**src/sv/sliding_window_max_macros.svh**
```systemverilog
// Assertion macros for the sliding window maximum block.
// Used by the top level; they expect clk and rst_n in scope.
`ifndef SLIDING_WINDOW_MAX_MACROS_SVH
`define SLIDING_WINDOW_MAX_MACROS_SVH

// Same-cycle implication, disabled during reset
`define SWM_ASSERT_NOW(label, ante, cons, msg) \
    label: assert property (@(posedge clk) disable iff (!rst_n) (ante) |-> (cons)) \
        else $error(msg);

// Next-cycle implication, disabled during reset
`define SWM_ASSERT_NEXT(label, ante, cons, msg) \
    label: assert property (@(posedge clk) disable iff (!rst_n) (ante) |=> (cons)) \
        else $error(msg);

`endif

```
**src/sv/swm_pkg.sv**
```systemverilog
// Shared types and constants for the sliding window maximum block.
// No dependencies; imported by swm_cell and sliding_window_max.
package swm_pkg;

    // Default sizes
    localparam int WINDOW_MAX_DEF = 64;
    localparam int DATA_WIDTH_DEF = 32;

    // Width of the window_size register
    localparam int CFG_W = 7;

    // Per-item sequencer states
    typedef enum logic
    {
        ST_IDLE,
        ST_WORK
    } swm_state_t;

    // Commands broadcast from the sequencer to every cell
    typedef struct packed
    {
        logic clear;    // empty the queue (start of sequence)
        logic age_inc;  // advance every candidate's age
        logic shift;    // drop the front candidate, move all toward the front
        logic append;   // drop dominated back entries and append the sample
    } swm_ctrl_t;

endpackage

```
**src/sv/swm_cell.sv**
```systemverilog
// One candidate cell of the monotonic queue: value, age and valid flag.
// Depends on swm_pkg for the command struct.
module swm_cell #(
    parameter int DATA_WIDTH = 32,
    parameter int AGE_W      = 7,
    parameter int WINDOW_MAX = 64
) (
    input  logic                         clk,
    input  logic                         rst_n,
    input  swm_pkg::swm_ctrl_t           ctrl,
    input  logic signed [DATA_WIDTH-1:0] sample,     // newcomer
    input  logic                         prev_keep,  // cell toward the front survives
    input  logic                         nb_valid,   // cell toward the back
    input  logic signed [DATA_WIDTH-1:0] nb_value,
    input  logic        [AGE_W-1:0]      nb_age,
    output logic                         valid,
    output logic signed [DATA_WIDTH-1:0] value,
    output logic        [AGE_W-1:0]      age,
    output logic                         keep
);
    import swm_pkg::*;

    logic                         valid_reg;
    logic signed [DATA_WIDTH-1:0] value_reg;
    logic        [AGE_W-1:0]      age_reg;
    logic                         take_new;

    // Survive the append only if strictly above the newcomer
    assign keep     = valid_reg && (value_reg > sample);
    // Newcomer lands just behind the last survivor
    assign take_new = prev_keep && !keep;

    // Valid flag
    always_ff @(posedge clk or negedge rst_n)
    begin
        if (!rst_n)
        begin
            valid_reg <= 1'b0;
        end
        else if (ctrl.clear)
        begin
            valid_reg <= 1'b0;
        end
        else if (ctrl.shift)
        begin
            valid_reg <= nb_valid;
        end
        else if (ctrl.append)
        begin
            valid_reg <= keep || take_new;
        end
    end

    // Value and age payload
    always_ff @(posedge clk)
    begin
        if (ctrl.age_inc)
        begin
            if (age_reg != AGE_W'(WINDOW_MAX))
            begin
                age_reg <= age_reg + AGE_W'(1);
            end
        end
        else if (ctrl.shift)
        begin
            value_reg <= nb_value;
            age_reg   <= nb_age;
        end
        else if (ctrl.append && take_new)
        begin
            value_reg <= sample;
            age_reg   <= '0;
        end
    end

    assign valid = valid_reg;
    assign value = value_reg;
    assign age   = age_reg;

endmodule

```
**config.mk**
```make
export PLATFORM = sky130hd
export DESIGN_NAME = swm_cell
export DESIGN_NICKNAME = d
export VERILOG_FILES = /design/src/sv/sliding_window_max_macros.svh /design/src/sv/swm_pkg.sv /design/src/sv/swm_cell.sv
export SDC_FILE = /design/constraint.sdc
export NUM_CORES = 1
export LEC_CHECK = 0
export BUFFER_PORTS_ARGS = -buffer_cell sky130_fd_sc_hd__buf_2
export CELL_PAD_IN_SITES_DETAIL_PLACEMENT = 0
export CELL_PAD_IN_SITES_GLOBAL_PLACEMENT = 1
export CORE_UTILIZATION = 31
export CTS_CLUSTER_DIAMETER = 50
export DETAILED_ROUTE_END_ITERATION = 16
export GPL_TIMING_DRIVEN = 0
export HOLD_SLACK_MARGIN = 0.02
export PLACE_DENSITY_LB_ADDON = 0.1
export SYNTH_ARGS = -nofsm -noshare
export SYNTH_HDL_FRONTEND = slang
export SYNTH_SLANG_ARGS = --single-unit
```
**constraint.sdc**
```tcl
create_clock -name clk -period 5.5 [get_ports clk]
set_clock_uncertainty 0.2 [all_clocks]
set_input_delay 1.65 -clock clk [delete_from_list [all_inputs] [get_ports clk]]
set_output_delay 1.65 -clock clk [all_outputs]
set_load 0.01 [all_outputs]
```
-- Word-level counts from Yosys, hierarchy flattened
Cells that the tools add are included.
- add/sub/neg operators: 1
- multipliers: 0
- divide/modulo/power cells: 0
- magnitude comparators: 1
- equal/unequal tests: 2
- shift-type cells: 0
- multiplexer cells: 9
- bitwise operators: 1
- reduce and logical (&&, ||, !) cells: 10
- operators with widths (kind ; number):
    $mux W32 ; 2
    $gt A32 B32 Y1 ; 1
    $mux W7 ; 4
    $add A7 B1 Y7 const B ; 1
    $ne A7 B7 Y1 const B ; 1
    $reduce_bool A3 Y1 ; 2
    $reduce_and A2 Y1 ; 2
    $logic_and A1 B1 Y1 ; 3
    $mux W1 ; 3
    $ne A2 B1 Y1 const B ; 1
    $reduce_bool A2 Y1 ; 1
    $logic_not A1 Y1 ; 1
    $logic_or A1 B1 Y1 ; 1
    $not A1 Y1 ; 1
- register bits after elaboration: 40
- latch bits: 0
- RAM bits: 0
- bits in read-only memories: 0
- bits of input ports: 79
- output and inout port bits: 41
- logic and storage cells: 27
- memories: 0

-- Longest topological paths before layout
- depth in word-level cells: 8
- depth in mapped cells: 9
- gate-level depth less buffers: 8

-- Worst setup path after synthesis
No wires, ideal clock.
- path kind: in2reg
- from: input port sample[31]
- to: register value_reg[0], in the netlist value[0], enable pin
- library setup time: 0.511 ns
- data arrival time: 6.349 ns
- required time: 4.789 ns
- setup slack: -1.560 ns
- stages: 8
- path buffers: 1
- cells stage by stage: inv_1 > ha_1 > nand4_2 > nor2_1 > a22oi_1 > or4b_1 > buf_2 > o41ai_1
- word-level cells in the longest chain between the ends: 7
- ends and longest elaborated chain (what ; RTL line ; source):
    start: declaration ; swm_cell.sv:11 ; input logic signed [DATA_WIDTH-1:0] sample,
    $gt A32 B32 Y1 ; swm_cell.sv:29 ; assign keep = valid_reg && (value_reg > sample);
    $logic_and A1 B1 Y1 ; swm_cell.sv:29 ;
    $logic_not A1 Y1 ; swm_cell.sv:31 ; assign take_new = prev_keep && !keep;
    $logic_and A1 B1 Y1 ; swm_cell.sv:31 ;
    $logic_and A1 B1 Y1 ; swm_cell.sv:69 ; else if (ctrl.append && take_new)
    $reduce_bool A2 Y1 (no source line) ; -- ;
    $reduce_and A2 Y1 (no source line) ; -- ;
    end signal: assignment ; swm_cell.sv:66 ; value_reg <= nb_value;
    end signal: assignment ; swm_cell.sv:71 ; value_reg <= sample;
    end: declaration ; swm_cell.sv:24 ; logic signed [DATA_WIDTH-1:0] value_reg;
Every way passes these cells.
A chain may end at the register's enable or synchronous reset.

-- Final worst setup path
- from: input port sample[27]
- to: output port keep
- word-level cells in the longest chain between the ends: 2
- ends and longest elaborated chain (what ; RTL line ; source):
    $gt A32 B32 Y1 ; swm_cell.sv:29 ;
    $logic_and A1 B1 Y1 ; swm_cell.sv:29 ;
    end: declaration ; swm_cell.sv:19 ; output logic keep
Every way passes these cells.

==> summary by stage <==
Cells and area
0 antenna diodes ended up in the layout. The fraction of final layout cells sized beyond drive strength 1 is 44.5%. Once layout is complete, the utilization of the core stands at 47.3%. The flip-flop count of the largest register, all copies and words added is 32. The net count reported at finish is 528. The post-route non-filler standard cell count is 521. The area growth from synthesis to layout is 46.9%. The flip-flop and latch area is 1200 sq um. The fill cell instance count of the final layout is 858. The multi-input gate area in the final layout is 1620 sq um.

Clocking
The clock sink total is 40. The buffer cell driving the clock tree root is clkbuf_8. The clock edge transition at the registers on the reported setup and hold paths is 80 ps. TritonCTS built the clock tree. The clock latency at the later pin of the worst-skew pair is 300 ps. The hold buffer count at CTS is 0. The number of buffers inserted during clock tree synthesis is 5. The number of H-tree levels is 2. The clock passes through at most 2 buffers.

Floorplan
During I/O placement, the number of pins put on the boundary was 120. The floorplan step defined a die boundary enclosing 9000 sq um. The die span in x is 94.9 microns. The cell row count is 33. From bottom edge to top edge, the die measures 94.9 microns. The starting density of the core is 32.2%. The placeable core region is 8300 sq um.

Route
In the final routed layout, each cell accounts on average for 14.4 microns. The final wirelength is 7530 microns. The count of TritonRoute iterations in the first routing pass is 4.

For this run, design rule violations remaining after detail routing come to 0. The count of nets left with antenna violations once routing finished came out at 0. Using the TritonRoute via totals, the vias-per-cell ratio works out to 4.81.

After the first detailed-routing iteration, the DRC count stood at 83. The via count is 2507.

Timing
Setup repair after global routing could not meet its margin everywhere. The final number of hold-violating endpoints is 0. The setup slack after layout is 73.3 ps. The accumulated negative setup slack is 0 ps. The final max-slew violation count is 0. The smallest hold slack is 481 ps. The worst path in the final design needs a cycle of 5430 ps, including I/O delays and setup.

The transition time at the pin with the least slew margin is 962 ps. Setup violations remaining at the end of the flow were counted as 0. Based on the critical path, the design can be clocked at up to 0.184 GHz.

In this run the tightest slew margin relative to its limit is 35.7%. The final critical-path share of the clock period is 98.7%.

Hold path
The kind of path behind the tightest hold check is flop to flop.

Yosys
By area the synthesized netlist is led by edfxtp_1, ha_1, o21ai_0. Counting every net in the synthesized netlist gives 396. The Yosys step of the flow raised 0 warnings. The cell area that synthesis handed to floorplanning was 2670 sq um. nand2_1 is the most common cell in the netlist. The area share of the largest cell type after synthesis is 43.8%. Among all flip-flop cells after synthesis, the most frequent one is edfxtp_1. Counting flops with an async set or reset pin after synthesis yields a share of 2.50%. The flip-flop and latch count after synthesis is 40. The commonest cells after synthesis are nand2_1, o21ai_0, edfxtp_1, inv_1, ha_1. Synthesis instantiated 41 different standard cells from the library. The average instance area after synthesis is 9.44 sq um. The number of enable flip-flop cells after synthesis is 39. edfxtp_1 takes more of the synthesized area than any other cell.

Sequential cells were found to cover 44.8% of the synthesized design area. The number of cells produced by synthesis is 283.

Global route
The number of global-route vias before repair was 2434. For this run the aggregate overflow at the end of global routing stands at 0. For this run, the total global-route usage over all layers was measured as 17.2%. The number of antenna violations at the first check in global routing was 0. The pin count of the biggest net entering global routing is 14. The global-route wire length before repair is 11700 microns.

Status
The run finished with clean final reports.

Power
Per report_power, the sequential group accounts for 44.6% of the total. Summed over all nets, the switching power comes to 0.000272 W. The combinational cell fraction of total power is 28.1%. The leakage power is 1.73 nW. The internal power of the cells totals 0.000631 W. Of the total power, the clock network draws 27.3%. Of the total power, the share spent switching nets is 30.1%.

Dividing total power by cell area gives a power density of 230 nW/um^2. VDD sags by at most 0.000102 V.

Critical path
Along the worst path, the maximum fanout reaches 2. Data on the critical path is required at its endpoint by 3650 ps. Together, buffers and inverters on the worst path number 4. The kind of cell adding the most delay to the critical path is simple AND/OR/NAND/NOR gates.

The worst setup path is of the primary input to output pin kind. The worst setup path is captured at an output pin. In this design, the critical path's most frequently occurring cell is a21oi_1. The element type at the critical path start is a primary input. The critical path arrival is 3580 ps.

Traced cell by cell, the critical path runs through buf_6 -> inv_4 -> ha_4 -> buf_4 -> a21oi_1 -> a21oi_1 -> or4b_4 -> or3_1 -> a21boi_1 -> buf_2. The largest individual stage delay along the critical path comes from the cell or4b_4. The highest cell delay on the worst timing path is 510 ps.

Placed design
The total of buffers placed on input and output ports is 119. Timing analysis after detailed placement gives a worst setup slack of -247 ps. Routability-driven placement finished with a final weighted congestion of 0.715.

After detailed placement, the design holds a cell count of 509. The wire-length estimate of the detail-placed layout is 5580 microns.

Job
The count of max-cap constraint violations is 0.
path summary, 6_finish.rpt:
| check | start | end | slack (ps) | cells past startpoint |
|---|---|---|---|---|
| hold / removal | age[0]$_DFFE_PP_ | age[0]$_DFFE_PP_ | 480 | 1 |
| max in group asynchronous | rst_n | valid$_DFFE_PN0P_ | 4110 | 1 |
| min in group asynchronous | rst_n | valid$_DFFE_PN0P_ | 910 | 1 |
| setup / recovery | sample[27] | keep | 70 | 10 |
| setup reg to reg | value[14]$_DFFE_PP_ | value[6]$_DFFE_PP_ | 1890 | 9 |
| hold reg to reg | age[0]$_DFFE_PP_ | age[0]$_DFFE_PP_ | 480 | 1 |
layout make-up:
type	count	share of cell area, %
timing repair buffer	126	17.7
multi-input combinational	197	41.3
inverter	37	3.73
sequential	40	30.5
tap	105	3.35
clock inverter	3	0.956
buffer	8	0.765
clock buffer	5	1.75
metal layers:
layer  up-vias  share of wire [%]  GRT usage (%)
li1       1274                  -              -
met1      1155                 45           21.8
met4         0                1.3           5.56
met3         7                6.1           4.03
met5         -                  0              0
met2        71                 48           28.6
stage by stage:
stage	total power (W)	area (sq um)
2_1_floorplan	0.000523	2690
3_3_place_gp	0.000614	3420
3_5_place_dp	0.000619	3440
4_1_cts	0.000897	3770
5_1_grt	0.000960	3930
6_report	0.000903	3930
repair_timing:
action | CTS | global route
endpoints found under the hold margin | 0 | 0
setup endpoints to repair | 1 | 1
buffers inserted | 2 | 3
cloned | 0 | 0
pin swaps | 10 | 13
resized for setup | 39 | 27
cells by family after synthesis:
family,synth area share [%]
buf+inv,6.51
fa+ha+maj,15.9
xor+xnor,1.64
flops,44.8
simple gates,14.5
mux,0.421
compound gates,16.2
power by group through the flow:
stage	logic, W	registers (W)	clock network, W
4_1_cts	0.000241	0.000400	0.000255
5_1_grt	0.000287	0.000407	0.000266
3_3_place_gp	0.000210	0.000404	0
6_report	0.000253	0.000402	0.000247
2_1_floorplan	0.000108	0.000415	0
3_5_place_dp	0.000216	0.000403	0
cell usage in the layout (no fill, tap or decap), types with 7 or more instances in the layout:
cell / Yosys / layout
a21oi_1: 15 / 9
o21ai_0: 41 / 38
ha_4: 0 / 20
nand2_1: 47 / 47
edfxtp_1: 39 / 39
nand3_1: 7 / 7
nand4_1: 7 / 7
inv_1: 37 / 18
buf_2: 1 / 113
buf_6: 0 / 8
ha_1: 34 / 14
inv_2: 0 / 16
No activity file was read; power rests on OpenSTA's default activity.
